$ cat src/tlc_pkg.sv
package tlc_pkg;

    localparam int TIMER_BITS_DEFAULT = 16;
    localparam int DUR_BITS = 16;
    localparam int CFG_INDEX_BITS = 3;

    typedef enum logic [3:0] {
        PH_MIN_GREEN   = 4'd0,
        PH_WAIT        = 4'd1,
        PH_MAIN_YELLOW = 4'd2,
        PH_MAIN_RED    = 4'd3,
        PH_WALK        = 4'd4,
        PH_WALK_CLEAR  = 4'd5,
        PH_SIDE_GREEN  = 4'd6,
        PH_SIDE_YELLOW = 4'd7,
        PH_SIDE_RED    = 4'd8
    } phase_t;

    typedef enum logic [1:0] {
        LIGHT_RED    = 2'd0,
        LIGHT_YELLOW = 2'd1,
        LIGHT_GREEN  = 2'd2
    } light_t;

    localparam logic [CFG_INDEX_BITS-1:0] CFG_MIN_GREEN  = 3'd0;
    localparam logic [CFG_INDEX_BITS-1:0] CFG_YELLOW     = 3'd1;
    localparam logic [CFG_INDEX_BITS-1:0] CFG_ALL_RED    = 3'd2;
    localparam logic [CFG_INDEX_BITS-1:0] CFG_WALK       = 3'd3;
    localparam logic [CFG_INDEX_BITS-1:0] CFG_WALK_CLEAR = 3'd4;
    localparam logic [CFG_INDEX_BITS-1:0] CFG_SIDE_GREEN = 3'd5;
    localparam logic [CFG_INDEX_BITS-1:0] CFG_EXTEND     = 3'd6;
    localparam logic [CFG_INDEX_BITS-1:0] CFG_MAX_EXT    = 3'd7;

    localparam logic [DUR_BITS-1:0] MIN_GREEN_RESET  = 16'd300;
    localparam logic [DUR_BITS-1:0] YELLOW_RESET     = 16'd60;
    localparam logic [DUR_BITS-1:0] ALL_RED_RESET    = 16'd10;
    localparam logic [DUR_BITS-1:0] WALK_RESET       = 16'd200;
    localparam logic [DUR_BITS-1:0] WALK_CLEAR_RESET = 16'd100;
    localparam logic [DUR_BITS-1:0] SIDE_GREEN_RESET = 16'd100;
    localparam logic [DUR_BITS-1:0] EXTEND_RESET     = 16'd100;
    localparam logic [1:0]          MAX_EXT_RESET    = 2'd2;

endpackage

$ cat src/traffic_light_controller.sv
// Traffic light controller with pedestrian and side-car requests. Each input transfer is one
// tick carrying the two button states and yields exactly one result transfer with the main and
// side lights, the walk signal and the phase reached after that tick. The phase, tick timer and
// request flags update together from a single registered pass, so a tick can be taken every
// clock unless stalled; the result register frees as it is taken, and in_stall rises only while
// a result waits under out_stall. The timer is TIMER_BITS wide and saturates, ending the phase
// at its maximum. Phase durations and the extension limit are written through the cfg port
// (index 0 to 7 in the order min green, yellow, all red, walk, walk clear, side green, extend,
// max extensions); cfg_ready is always high and writes are meant for when no tick is in flight.
module traffic_light_controller #(
    parameter int TIMER_BITS = tlc_pkg::TIMER_BITS_DEFAULT
) (
    input  logic                               clk,
    input  logic                               rst_n,

    input  logic                               cfg_valid,
    output logic                               cfg_ready,
    input  logic [tlc_pkg::CFG_INDEX_BITS-1:0] cfg_index,
    input  logic [tlc_pkg::DUR_BITS-1:0]       cfg_data,

    input  logic                               in_valid,
    output logic                               in_stall,
    input  logic                               ped_button,
    input  logic                               car_button,

    output logic                               out_valid,
    input  logic                               out_stall,
    output logic [1:0]                         main_lamp,
    output logic [1:0]                         side_lamp,
    output logic                               walk_signal,
    output logic [3:0]                         phase_code
);
    import tlc_pkg::*;

    localparam int CMP_BITS = (TIMER_BITS > DUR_BITS) ? TIMER_BITS : DUR_BITS;
    localparam logic [TIMER_BITS-1:0] TIMER_MAX = {TIMER_BITS{1'b1}};

    logic [DUR_BITS-1:0] min_green_reg;
    logic [DUR_BITS-1:0] yellow_reg;
    logic [DUR_BITS-1:0] all_red_reg;
    logic [DUR_BITS-1:0] walk_reg;
    logic [DUR_BITS-1:0] walk_clear_reg;
    logic [DUR_BITS-1:0] side_green_reg;
    logic [DUR_BITS-1:0] extend_reg;
    logic [1:0]          max_ext_reg;

    phase_t                phase_reg, phase_next;
    logic [TIMER_BITS-1:0] timer_reg, timer_next;
    logic                  request_latched_reg, request_latched_next;
    logic                  walk_requested_reg, walk_requested_next;
    logic                  extend_requested_reg, extend_requested_next;
    logic [1:0]            extensions_used_reg, extensions_used_next;

    logic                  out_valid_reg;
    light_t                main_lamp_reg, main_lamp_next;
    light_t                side_lamp_reg, side_lamp_next;
    logic                  walk_signal_reg, walk_signal_next;

    logic                  accept;
    logic [DUR_BITS-1:0]   dur;
    logic [TIMER_BITS-1:0] timer_inc;
    logic                  done;

    assign cfg_ready   = 1'b1;
    assign in_stall    = out_valid_reg & out_stall;
    assign accept      = in_valid & ~in_stall;
    assign out_valid   = out_valid_reg;
    assign main_lamp   = main_lamp_reg;
    assign side_lamp   = side_lamp_reg;
    assign walk_signal = walk_signal_reg;
    assign phase_code  = phase_reg;

    // configuration registers
    always_ff @(posedge clk or negedge rst_n)
    begin
        if (!rst_n)
        begin
            min_green_reg  <= MIN_GREEN_RESET;
            yellow_reg     <= YELLOW_RESET;
            all_red_reg    <= ALL_RED_RESET;
            walk_reg       <= WALK_RESET;
            walk_clear_reg <= WALK_CLEAR_RESET;
            side_green_reg <= SIDE_GREEN_RESET;
            extend_reg     <= EXTEND_RESET;
            max_ext_reg    <= MAX_EXT_RESET;
        end
        else if (cfg_valid && cfg_ready)
        begin
            case (cfg_index)
                CFG_MIN_GREEN:  min_green_reg  <= cfg_data;
                CFG_YELLOW:     yellow_reg     <= cfg_data;
                CFG_ALL_RED:    all_red_reg    <= cfg_data;
                CFG_WALK:       walk_reg       <= cfg_data;
                CFG_WALK_CLEAR: walk_clear_reg <= cfg_data;
                CFG_SIDE_GREEN: side_green_reg <= cfg_data;
                CFG_EXTEND:     extend_reg     <= cfg_data;
                CFG_MAX_EXT:    max_ext_reg    <= cfg_data[1:0];
                default:        ;
            endcase
        end
    end

    // duration of the current phase and end-of-phase check
    always_comb
    begin
        case (phase_reg)
            PH_MIN_GREEN:                  dur = min_green_reg;
            PH_MAIN_YELLOW, PH_SIDE_YELLOW: dur = yellow_reg;
            PH_MAIN_RED, PH_SIDE_RED:      dur = all_red_reg;
            PH_WALK:                       dur = walk_reg;
            PH_WALK_CLEAR:                 dur = walk_clear_reg;
            PH_SIDE_GREEN:                 dur = (extensions_used_reg == 2'd0) ?
                                                 side_green_reg : extend_reg;
            default:                       dur = min_green_reg;
        endcase
        timer_inc = (timer_reg == TIMER_MAX) ? timer_reg : timer_reg + 1'b1;
        done = (CMP_BITS'(timer_inc) >= CMP_BITS'(dur)) || (timer_inc == TIMER_MAX);
    end

    // phase sequencing
    always_comb
    begin
        phase_next            = phase_reg;
        timer_next            = timer_reg;
        request_latched_next  = request_latched_reg;
        walk_requested_next   = walk_requested_reg;
        extend_requested_next = extend_requested_reg;
        extensions_used_next  = extensions_used_reg;

        case (phase_reg)
            PH_MIN_GREEN, PH_WAIT:
            begin
                if (!request_latched_reg && (ped_button || car_button))
                begin
                    request_latched_next = 1'b1;
                    walk_requested_next  = ped_button & ~car_button;
                end
                if (phase_reg == PH_MIN_GREEN)
                begin
                    timer_next = done ? '0 : timer_inc;
                    if (done)
                        phase_next = request_latched_next ? PH_MAIN_YELLOW : PH_WAIT;
                end
                else if (request_latched_next)
                begin
                    phase_next = PH_MAIN_YELLOW;
                    timer_next = '0;
                end
            end
            PH_MAIN_YELLOW, PH_WALK, PH_WALK_CLEAR, PH_SIDE_YELLOW:
            begin
                timer_next = done ? '0 : timer_inc;
                if (done)
                begin
                    case (phase_reg)
                        PH_MAIN_YELLOW: phase_next = PH_MAIN_RED;
                        PH_WALK:        phase_next = PH_WALK_CLEAR;
                        PH_SIDE_YELLOW: phase_next = PH_SIDE_RED;
                        default:        phase_next = PH_SIDE_YELLOW;
                    endcase
                end
            end
            PH_MAIN_RED:
            begin
                timer_next = done ? '0 : timer_inc;
                if (done)
                begin
                    phase_next            = walk_requested_reg ? PH_WALK : PH_SIDE_GREEN;
                    extend_requested_next = 1'b0;
                    extensions_used_next  = 2'd0;
                end
            end
            PH_SIDE_GREEN:
            begin
                if (car_button && !ped_button)
                    extend_requested_next = 1'b1;
                timer_next = done ? '0 : timer_inc;
                if (done)
                begin
                    if (extend_requested_next && (extensions_used_reg < max_ext_reg))
                    begin
                        extensions_used_next  = extensions_used_reg + 2'd1;
                        extend_requested_next = 1'b0;
                    end
                    else
                        phase_next = PH_SIDE_YELLOW;
                end
            end
            PH_SIDE_RED:
            begin
                timer_next = done ? '0 : timer_inc;
                if (done)
                begin
                    phase_next            = PH_MIN_GREEN;
                    request_latched_next  = 1'b0;
                    walk_requested_next   = 1'b0;
                    extend_requested_next = 1'b0;
                    extensions_used_next  = 2'd0;
                end
            end
            default:
            begin
                phase_next = PH_MIN_GREEN;
                timer_next = '0;
            end
        endcase
    end

    // light decode of the phase after this tick
    always_comb
    begin
        main_lamp_next   = LIGHT_RED;
        side_lamp_next   = LIGHT_RED;
        walk_signal_next = 1'b0;
        case (phase_next)
            PH_MIN_GREEN, PH_WAIT:       main_lamp_next = LIGHT_GREEN;
            PH_MAIN_YELLOW:              main_lamp_next = LIGHT_YELLOW;
            PH_WALK:
            begin
                side_lamp_next   = LIGHT_GREEN;
                walk_signal_next = 1'b1;
            end
            PH_WALK_CLEAR, PH_SIDE_GREEN: side_lamp_next = LIGHT_GREEN;
            PH_SIDE_YELLOW:              side_lamp_next = LIGHT_YELLOW;
            default:                     ;
        endcase
    end

    always_ff @(posedge clk or negedge rst_n)
    begin
        if (!rst_n)
        begin
            phase_reg            <= PH_MIN_GREEN;
            timer_reg            <= '0;
            request_latched_reg  <= 1'b0;
            walk_requested_reg   <= 1'b0;
            extend_requested_reg <= 1'b0;
            extensions_used_reg  <= 2'd0;
            out_valid_reg        <= 1'b0;
        end
        else
        begin
            if (accept)
            begin
                phase_reg            <= phase_next;
                timer_reg            <= timer_next;
                request_latched_reg  <= request_latched_next;
                walk_requested_reg   <= walk_requested_next;
                extend_requested_reg <= extend_requested_next;
                extensions_used_reg  <= extensions_used_next;
            end
            if (accept)
                out_valid_reg <= 1'b1;
            else if (!out_stall)
                out_valid_reg <= 1'b0;
        end
    end

    // result payload
    always_ff @(posedge clk)
    begin
        if (accept)
        begin
            main_lamp_reg   <= main_lamp_next;
            side_lamp_reg   <= side_lamp_next;
            walk_signal_reg <= walk_signal_next;
        end
    end

`ifndef NO_ASSERTIONS
    // every accepted tick leaves a result ready
    assert property (@(posedge clk) disable iff (!rst_n)
        accept |=> out_valid_reg)
        else $error("result missing after accepted tick");

    // conflicting greens never shown
    assert property (@(posedge clk) disable iff (!rst_n)
        out_valid_reg |-> (main_lamp_reg == LIGHT_RED) || (side_lamp_reg == LIGHT_RED))
        else $error("main and side both open");

    // walk only with side green
    assert property (@(posedge clk) disable iff (!rst_n)
        (out_valid_reg && walk_signal_reg) |-> (side_lamp_reg == LIGHT_GREEN))
        else $error("walk without side green");

    // timer restarts on every phase change
    assert property (@(posedge clk) disable iff (!rst_n)
        (phase_reg != $past(phase_reg)) |-> (timer_reg == '0))
        else $error("timer not cleared on phase change");

    // end of cycle clears requests
    assert property (@(posedge clk) disable iff (!rst_n)
        ((phase_reg == PH_MIN_GREEN) && ($past(phase_reg) == PH_SIDE_RED))
        |-> (!request_latched_reg && (extensions_used_reg == 2'd0)))
        else $error("requests not cleared at end of cycle");
`endif

endmodule

$ cat config.mk
export PLATFORM = sky130hd
export DESIGN_NAME = traffic_light_controller
export DESIGN_NICKNAME = d
export VERILOG_FILES = /design/src/tlc_pkg.sv /design/src/traffic_light_controller.sv
export SDC_FILE = /design/constraint.sdc
export NUM_CORES = 1
export LEC_CHECK = 0
export BUFFER_PORTS_ARGS = -buffer_cell sky130_fd_sc_hd__buf_2
export CAP_MARGIN = 30
export CELL_PAD_IN_SITES_DETAIL_PLACEMENT = 1
export CELL_PAD_IN_SITES_GLOBAL_PLACEMENT = 2
export CORE_ASPECT_RATIO = 1.2
export CORE_MARGIN = 2
export CORE_UTILIZATION = 45
export CTS_CLUSTER_DIAMETER = 100
export CTS_CLUSTER_SIZE = 14
export DETAILED_ROUTE_END_ITERATION = 7
export GPL_ROUTABILITY_DRIVEN = 0
export GPL_TIMING_DRIVEN = 0
export PLACE_DENSITY = 0.88
export SLEW_MARGIN = 20
export SYNTH_ARGS = -nofsm -noshare
export SYNTH_HDL_FRONTEND = slang
export SYNTH_SLANG_ARGS = --single-unit
$ cat constraint.sdc
create_clock -name clk -period 8.5 [get_ports clk]
set_clock_uncertainty 0.2 [all_clocks]
set_input_delay 1.7 -clock clk [delete_from_list [all_inputs] [get_ports clk]]
set_output_delay 1.7 -clock clk [all_outputs]
set_load 0.02 [all_outputs]
==> results of run 1 <==
-- routing by layer --
| metal | wire length, microns | track usage |
|---|---|---|
| met5 | 0 | 0 |
| met4 | 258 | 0.0672 |
| met3 | 452 | 0.0422 |
| met2 | 10600 | 0.413 |
| met1 | 8340 | 0.282 |
-- power by group --
group          switching, W  leakage, nW  internal [W]
Clock              0.000320        0.294      0.000441
Sequential        0.0000804         1.71      0.000850
Combinational      0.000343         1.68      0.000273
-- worst register-to-register path: cells and delay by family (launching register included) --
kind                       cells  cell delay [ps]
and+or+nand+nor                4              900
buffers and inverters          5             1750
adders and majority gates      2              530
DFF                            1              360
muxes                          1              270
AOI/OAI and AO/OA             10             1860
-- per-stage QoR --
step | total power (W) | util | setup WS (ps) | instances
after floorplan | 0.00135 | - | 3800 | 684
after global placement | 0.00150 | 0.483 | 2900 | 933
after detailed placement | 0.00155 | 0.485 | 2570 | 935
after CTS | 0.00233 | 0.521 | 2520 | 967
after global routing | 0.00244 | 0.522 | 2090 | 969
final | 0.00231 | 0.522 | 2560 | 969
-- worst paths after layout --
kind	endpoint	slack, ps
setup / recovery	timer_reg[0]	2560
hold / removal	min_green_reg[15]	300
setup reg to reg	timer_reg[0]	2560
hold reg to reg	min_green_reg[15]	300
max in group asynchronous	walk_clear_reg[6]	6300
min in group asynchronous	out_valid	1010
-- cells in the mapped netlist, types with 2 or more instances --
cell | n | share of area
nand3_1 | 14 | 0.0092
clkbuf_1 | 34 | 0.017
and3_1 | 7 | 0.0057
xnor2_1 | 5 | 0.0057
nor3_1 | 15 | 0.0098
o21ai_0 | 45 | 0.029
mux2i_1 | 23 | 0.030
o22ai_1 | 4 | 0.0033
or4_1 | 2 | 0.0020
xor2_1 | 2 | 0.0023
nand4_1 | 7 | 0.0057
nor2b_1 | 4 | 0.0033
o21a_1 | 2 | 0.0020
a21o_1 | 8 | 0.0079
a222oi_1 | 16 | 0.021
inv_1 | 11 | 0.0054
a22o_1 | 16 | 0.018
mux2_2 | 116 | 0.17
nand2_1 | 57 | 0.028
a211oi_2 | 2 | 0.0033
a31oi_1 | 4 | 0.0033
nor2_1 | 33 | 0.016
a211oi_1 | 3 | 0.0029
or2_2 | 4 | 0.0033
a41oi_1 | 2 | 0.0023
dfstp_2 | 23 | 0.079
or3_1 | 5 | 0.0041
edfxtp_1 | 5 | 0.020
a21oi_1 | 34 | 0.022
buf_2 | 4 | 0.0026
dfrtp_1 | 117 | 0.38
o31ai_1 | 2 | 0.0020
nor4_2 | 3 | 0.0049
nand4_4 | 2 | 0.0056
nor3b_1 | 5 | 0.0049
ha_1 | 19 | 0.031
nand4b_1 | 3 | 0.0034
nand2b_1 | 5 | 0.0041
-- cells by family after synthesis --
group,count (synthesis),share of synthesized area
and+or+nand+nor,174,0.121
DFF,145,0.482
muxes,139,0.201
adders and majority gates,19,0.0311
xor gates and xnor gates,7,0.00803
other,1,0.000491
buffers and inverters,55,0.0297
AOI/OAI and AO/OA,144,0.126
-- cell type report --
cell class	count	area [sq um]
inverter	13	48.8
clock inverter	15	174
fill	1774	7990
tap	216	270
clock buffer	17	425
timing repair buffer	37	218
sequential	145	3680
multi-input combinational	484	3730
buffer	42	178
==> results.md, run 1 <==
* RSZ-0062 raised after global routing: false
* Synth Warn # at 0
* Vias per cell at 5.91
* Pwr dens at 264 nW/um^2
* Slew Limit Fails at 0
* Max IR drop VDD at 0.000152 V
* Critical path peak fanout at 10
* Cell Rows at 52
* DRT Pass-1 Iters at 6
* Full die area at 18000 sq um
* Syn Nets at around 730
* Worst-path cell chain: inv_1 -> ha_1 -> clkbuf_1 -> clkbuf_1 -> mux2i_1 -> nor2_1 -> a21oi_1 -> o21ai_0 -> a222oi_1 -> nand2_1 -> o21ai_0 -> ha_1 -> a21o_1 -> a21o_1 -> a211oi_1 -> o31ai_1 -> a21o_1 -> clkbuf_4 -> nor3_2 -> buf_2 -> nand3_1 -> o21ai_0
* Initial DRC Count at roughly 260
* Final Cell Area at around 8700 sq um
* Max Buffers Root-to-Sink at 2
* Syn-to-layout area delta at 14.3%
* Routed WL at 19700 microns
* First-pass GRT wire length at 32700 microns
* Final hold vios at 0
* Critical path required time at around 8600 ps
* Setup crit end kind: register
* Arrival time at the worst endpoint at 6080 ps
* Post-DP HPWL at 14300 microns
* Largest net degree at the start of global routing at between 80 and 90
* Vias in the first global route at 6223
* Syn_area_per_cell at 11.2 sq um
* EDFF count, synth at 5
* GRT Resource Usage Total at 0.232
* WHS Path Cells at 1
* Cells after Synth at 684
* Status: finished clean
* Initial antenna violation count at 0
* WP depth at 22
* Number of diodes at 0
* Initial cell density of the core at 0.457
* Most common cell after layout, fill and taps aside: dfrtp_1
* Hold Crit Class: reg2reg
* Via count at 5730
* Post-DRT Antenna Nets at 0
* Crit path kind: reg2reg
* Synth Cell Area at 7630 sq um
* Cells on worst reg2reg path at 22
* Hold buffers post-CTS at 0
* Post-route DRC at 0
* Post-CTS Setup Bufs at 0
* Ports at 38
* Placement Cell Area at 8110 sq um
* Measured slew at the worst slew-check pin at between 800 and 900 ps
* H-tree depth at 4
* Crit path max-delay cell type: clkbuf_1
* Tmin final at 5940 ps
* WL/cell at 20.3 microns
* Share of layout cells above drive strength 1 at 0.311
* Post-Route Setup TNS at 0 ps
* Fmax achieved at 168 MHz
* CTS buffer count at 17
* Post-CTS resize count at 0
* Clock Latency Late Sink at around 440 ps
* Number of I/O port buffers at 33
* Die width at 123 microns
* CP delay by family, top: compound AO/OA/AOI/OAI gates
* Hold wc startpoint: min_green_reg[15]
* Post-synth ARST share at 0.966
* Core box area at 16700 sq um
* Final Cycle Share at 0.699
* Main synth FF type: dfrtp_1
* Max incr delay on CP at 630 ps
* Height of the die at 147 microns
* Maxcap violations at 0
* Flops & latches, synth at ~150
* CTS tree: done
* Root Driver: clkbuf_16
* P_leak at about 3.7 nW
* Relative slew slack at 0.411
* Final net count at a little under 800
* CTS sink cnt at between 100 and 150
* Crit. Startpoint: extensions_used_reg[0]
* Gr ovfl total at 0
* WP buf/inv at 5
* Clock-pin slew on the worst setup and hold paths at roughly 60 ps
* Netlist cell types at 59
* Hold_ws at between 300 and 400 ps
* Post-synthesis sequential area ratio at 0.482
* Commonest cells after routing, fill and taps aside: 117 x dfrtp_1, 116 x mux2_2, 57 x nand2_1
* CP Launch Type: register
* RR Startpoint: extensions_used_reg[0]
* Final setup viols at 0
Note: power is estimated with default switching activity, not from simulation.
==> run 2: changes to the inputs <==
CORE_UTILIZATION = 38   (was 45)
PLACE_DENSITY = 0.8   (was 0.88)
clock period = 4.99 ns   (was 8.5 ns; I/O delays follow)
==> run 2 against run 1 <==
  * Die area rose by 18%
  * Via count decreased by 1.9%
  * Design area increased by 1.9%
  * Largest cell class unchanged
  * Highest routed layer unchanged
==> results.md, run 2 (synthesis results as in run 1) <==
* Commonest cells after routing, fill and taps aside: 116 x mux2_2, 115 x dfrtp_1, 57 x nand2_1
* Die width at 133 microns
* Area of the multi-input gates at 3790 sq um
* Hold_ws at around 260 ps
* Via count at 5619
* Post-layout util at 0.453
* Critical path peak fanout at 10
* DRT Pass-1 Iters at 5
* CTS buffer count at 17
* Post-DRT Antenna Nets at 0
* Cell Rows at 56
* Number of diodes at 0
* Ports at 38
* Root Driver: clkbuf_16
* Crit path kind: reg2reg
* Vias per cell at 5.51
* H-tree depth at 4
* Relative slew slack at 0.557
* Setup crit end kind: register
* Slew Limit Fails at 0
* CTS tree: done
* Tmin final at 4690 ps
* Share of layout cells above drive strength 1 at 0.347
* Reg-to-Reg End: main_lamp[1]
* GRT Resource Usage Total at 0.194
* Critical path required time at 5050 ps
* RSZ-0062 raised after global routing: false
* Final setup viols at 0
* Max IR drop VDD at 0.000240 V
* Measured slew at the worst slew-check pin at approximately 660 ps
* Clock-pin slew on the worst setup and hold paths at 70 ps
* Post-route DRC at 0
* Final Cycle Share at 0.941
* Max Buffers Root-to-Sink at 2
* Post-DP HPWL at 14400 microns
* CTS sink cnt at ~150
* Syn-to-layout area delta at 16.4%
* Reg2Reg Setup Slack at 300 ps
* Full die area at 21200 sq um
* WL/cell at 19.3 microns
* Core box area at 19600 sq um
* Initial antenna violation count at 0
* Gr ovfl total at 0
* Sequential Area at 3680 sq um
* Height of the die at ~160 microns
* Status: finished clean
* Initial cell density of the core at 0.389
* Final-layout fill cell count at 2148
* Maxcap violations at 0
* RR Startpoint: extensions_used_reg[1]
* Pwr dens at 435 nW/um^2
* P_leak at approximately 3.7 nW
* Routed WL at around 20000 microns
* Hold buffers post-CTS at 0
* Design Power at 0.00387 W
* Initial DRC Count at 254
* Cells on worst reg2reg path at 20
* Most common cell after layout, fill and taps aside: mux2_2
* Clock Latency Late Sink at 420 ps
* Fmax achieved at about 210 MHz
* First-pass GRT wire length at 33200 microns
* Final hold vios at 0
* Hold Crit Class: in2async
* Vias in the first global route at 6297
* Largest net degree at the start of global routing at 94
* CP Launch Type: register
* Final net count at 790
* Arrival time at the worst endpoint at 4760 ps
* Number of I/O port buffers at 33
## run 2: cell count changes in the layout (fill, tap and decap cells not counted), moves of 3 or more
cell and delta:
buf_2 +4, buf_4 +9, clkbuf_1 -13, clkbuf_2 +6, clkinv_4 -4, nor3_4 +3
## run 2: routing by layer
metal  wire (microns)  track usage
met5                0            0
met4              389       0.0667
met3              532       0.0318
met2            10200        0.338
met1             8490        0.244
## run 2: worst max-delay path by stage
stage | start | cells after the start | slack [ps] | to
2_1_floorplan | extensions_used_reg[0] | 21 | 290 | main_lamp[1]
3_3_place_gp | extensions_used_reg[0] | 22 | -640 | timer_reg[0]
6_report | extensions_used_reg[1] | 20 | 300 | main_lamp[1]
5_1_grt | phase_code[1] | 18 | 30 | main_lamp[1]
3_5_place_dp | extensions_used_reg[0] | 22 | -830 | timer_reg[0]
4_1_cts | phase_code[0] | 18 | 20 | main_lamp[1]
## run 2: final cells by class
type | instances | area share
inverter | 13 | 0.00577
buffer | 37 | 0.0204
multi-input combinational | 484 | 0.426
clock inverter | 13 | 0.0142
clock buffer | 19 | 0.0498
timing repair buffer | 47 | 0.0327
tap | 261 | 0.0367
sequential | 145 | 0.414
## run 2: power breakdown
group,leakage [nW],switching [W],total (W),internal (W)
clock network,0.278,0.000533,0.00124,0.000710
registers,1.71,0.000151,0.00160,0.00145
logic,1.76,0.000557,0.00102,0.000467
## run 2: critical path: stages, from the launching register on
cell      delay (ps)
dfrtp_1          380
inv_1            130
ha_4             210
buf_8            170
mux2i_1          210
nor2_1            70
a21oi_1          160
o21ai_0          110
a222oi_1         330
nand2_1          150
o21ai_2          100
ha_1             270
a21o_1           180
a21o_1           180
a211oi_2         210
o31ai_1          110
a21o_1           190
clkbuf_4         210
or4_1            540
and3_1           220
a211oi_2         210
## run 2: per-stage QoR
| stage | instance area, sq um | cells | setup TNS, ps | worst slack, ps |
|---|---|---|---|---|
| after floorplan | 7630 | 684 | 0 | 285 |
| after global placement | 8130 | 978 | -11480 | -642 |
| after detailed placement | 8170 | 981 | -16550 | -828 |
| after CTS | 8790 | 1009 | 0 | 20.1 |
| after global routing | 8890 | 1019 | 0 | 33.9 |
| final | 8890 | 1019 | 0 | 296 |
## run 2: repair_timing
action,CTS,global route
pin swaps,0,3
gates resized for setup,17,19
setup buffers,0,9
setup endpoints to repair,30,18
==> run 3: changes to the inputs <==
ABC_AREA = 1   (was not set)
CORE_UTILIZATION = 40   (was 38)
PLACE_DENSITY = 0.87   (was 0.8)
clock period = 6 ns   (was 4.99 ns; I/O delays follow)
==> run 3 against run 2 <==
  * Register-to-register slack better by 650 ps
  * Combinational power is 20% higher
  * Sequential cell count did not move
  * Synthesized cell count grew 33%
  * First-iteration DRC count up 22%
  * Sequential share of layout area is 1.7 points higher
  * Highest routed layer unchanged
  * Area after synthesis decreased by 2.8%
==> results.md, run 3 <==
* Relative slew slack at 0.491
* Initial DRC Count at 311
* CTS sink cnt at 145
* Commonest cells after routing, fill and taps aside: 263 x nand2_1, 133 x o21ai_0, 117 x dfrtp_1
* Height of the die at 153 microns
* WL/cell at between 15 and 20 microns
* Slew Limit Fails at 0
* Share of layout cells above drive strength 1 at 0.135
* Hold_ws at around 290 ps
* P_leak at slightly below 4 nW
* Full die area at approximately 20000 sq um
* Post-CTS Setup Bufs at 0
* Pwr dens at 427 nW/um^2
* P_sw at 0.00141 W
* First-pass GRT wire length at 36000 microns
* Clock power frac at 0.302
* Sequential Area at 3680 sq um
* Main synth FF type: dfrtp_1
* RR Startpoint: phase_code[2]
* Setup crit end kind: register
* Max Buffers Root-to-Sink at 2
* H-tree depth at 4
* DRT Pass-1 Iters at 4
* WHS Path Cells at 2
* Syn-to-layout area delta at 15.0%
* Final hold vios at 0
* Synth area leader: dfrtp_1
* Hold EP: walk_reg[10]
* Initial cell density of the core at 0.408
* Cells after Synth at ~910
* Cell Rows at 54
* Post-synthesis sequential area ratio at 0.496
* Reg-to-Reg End: side_lamp[0]
* Crit path max-delay cell type: o311ai_0
* Final-layout fill cell count at between 2000 and 2500
* CP Launch Type: register
* Clock-pin slew on the worst setup and hold paths at 70 ps
* RSZ-0062 raised after global routing: false
* Critical path required time at 5990 ps
* Clock Latency Late Sink at between 400 and 500 ps
* Gr ovfl total at 0
* Switching share of power at 0.385
* Combinational power share at 0.336
* Post-DRT Antenna Nets at 0
* Cells on worst reg2reg path at 21
* Most common cell after layout, fill and taps aside: nand2_1
* Internal power at 0.00224 W
* CTS buffer count at 17
* CTS tree: done
* Worst-path cell chain: inv_1 -> nor2_1 -> inv_1 -> nor2_1 -> clkinv_1 -> buf_2 -> o311ai_0 -> o22ai_1 -> ha_1 -> a21oi_1 -> o21ai_0 -> a21oi_1 -> o21ai_0 -> nor2_1 -> nand2_4 -> inv_2 -> nand2_1 -> nand3_1 -> nand3_2 -> nand2_1 -> nor2_1
* Post-synth ARST share at 0.966
* Seq pwr share at 0.363
* Post-layout util at 0.469
* Core box area at 18200 sq um
* Syn Nets at 952
* Syn_area_per_cell at 8.18 sq um
* Post-CTS resize count at 0
* Final Cycle Share at 0.842
* Hold wc startpoint: walk_reg[10]
* Vias per cell at approximately 5.3
* Most used cell, CP: nor2_1
* Max incr delay on CP at approximately 600 ps
* Tmin final at 5050 ps
* Fmax achieved at 198 MHz
* Post-route DRC at 0
* Synth Cell Area at about 7400 sq um
* Measured slew at the worst slew-check pin at 764 ps
* Reg2Reg Setup Slack at 950 ps
* Commonest cells in the netlist: 263 x nand2_1, 133 x o21ai_0, 117 x dfrtp_1, 78 x inv_1, 51 x nor2_1
* GRT Resource Usage Total at 0.236
* Initial antenna violation count at 0
* Maxcap violations at 0
* Final net count at 1008
* Via count at 6373
* Number of diodes at 0
* Netlist cell types at 43
* Flops & latches, synth at 145
* Ports at 38
* Synth top area share at 0.395
* Die width at 128 microns
* Vias in the first global route at 6764
* EDFF count, synth at 5
* Synth area leaders: dfrtp_1 39%, nand2_1 13%, o21ai_0 9.0%, dfstp_2 8.1%, inv_1 3.9%
* Largest net degree at the start of global routing at 87
* Synth Warn # at 0
* Hold buffers post-CTS at 0
* Critical path peak fanout at 10
* Hold Crit Class: reg2reg
* Area of the multi-input gates at 3230 sq um
* Routed WL at 21800 microns
* Post-DP HPWL at approximately 16000 microns
* Number of I/O port buffers at 36
* Count leader, synth: nand2_1
* Arrival time at the worst endpoint at 5040 ps
* Root Driver: clkbuf_16
* Status: finished clean
* Final setup viols at 0
* Max IR drop VDD at 0.000199 V
* Post-Route Setup TNS at 0 ps
* Crit path kind: reg2reg
==> run 3: per-stage QoR <==
stage / total power [W] / cell area, sq um / setup WS [ps] / std cells
2_1_floorplan: 0.00214 / 7420 / 2210 / 907
3_3_place_gp: 0.00253 / 7880 / 979 / 1167
3_5_place_dp: 0.00257 / 7920 / 1040 / 1168
4_1_cts: 0.00369 / 8530 / 983 / 1200
5_1_grt: 0.00390 / 8530 / 553 / 1200
6_report: 0.00365 / 8530 / 950 / 1200
==> run 3: worst max-delay path: cells and delay by family (launching register included) <==
kind | cells | cell delay [ps]
buffers and inverters | 5 | 1100
AOI/OAI and AO/OA | 6 | 1290
DFF | 1 | 390
and+or+nand+nor | 9 | 1470
adders and majority gates | 1 | 350
==> run 3: cell type report <==
type                       count  share of cell area
sequential                   145               0.432
multi-input combinational    635               0.379
clock buffer                  18              0.0515
inverter                      89              0.0395
tap                          224              0.0329
timing repair buffer          37              0.0255
clock inverter                14              0.0202
buffer                        38              0.0194
==> run 3: kinds of logic (layout without fill, tap and decap cells) <==
group                    count (synthesis)  after routing  synth area share
adder cells (fa/ha/maj)                 19             19            0.0320
AND/OR/NAND/NOR                        381            381             0.218
XOR/XNOR                                 5              5           0.00590
buffers and inverters                  127            196            0.0676
flip-flops                             145            145             0.496
other                                    1              1          0.000506
AO/OA/AOI/OAI                          229            229             0.179
==> run 3: power by group through the flow <==
stage	clock network (W)	registers, W	logic (W)
after floorplan	0	0.00132	0.000820
after global placement	0	0.00133	0.00120
after detailed placement	0	0.00134	0.00124
after CTS	0.00112	0.00132	0.00125
after global routing	0.00116	0.00135	0.00140
final	0.00110	0.00132	0.00122
==> run 3: how the worst max path moves through the flow <==
stage	slack, ps	end	from	cells after the start
CTS	980	main_lamp[0]	phase_code[2]	21
floorplan	2210	side_lamp[0]	phase_code[2]	21
global placement	980	side_lamp[0]	phase_code[2]	21
global route	550	side_lamp[0]	phase_code[2]	21
finish	950	side_lamp[0]	phase_code[2]	21
detailed placement	1040	main_lamp[0]	phase_code[2]	21
==> run 3: routing by layer <==
layer  global-route usage  wire [microns]  part of all wire  vias to the layer above
met4               0.0649             256             0.012                        0
li1                     -               -                 -                     3144
met1                0.296            9800              0.45                     3167
met5                    0               0                 0                        -
met2                0.421           11500              0.53                       45
met3               0.0350             270             0.012                       17
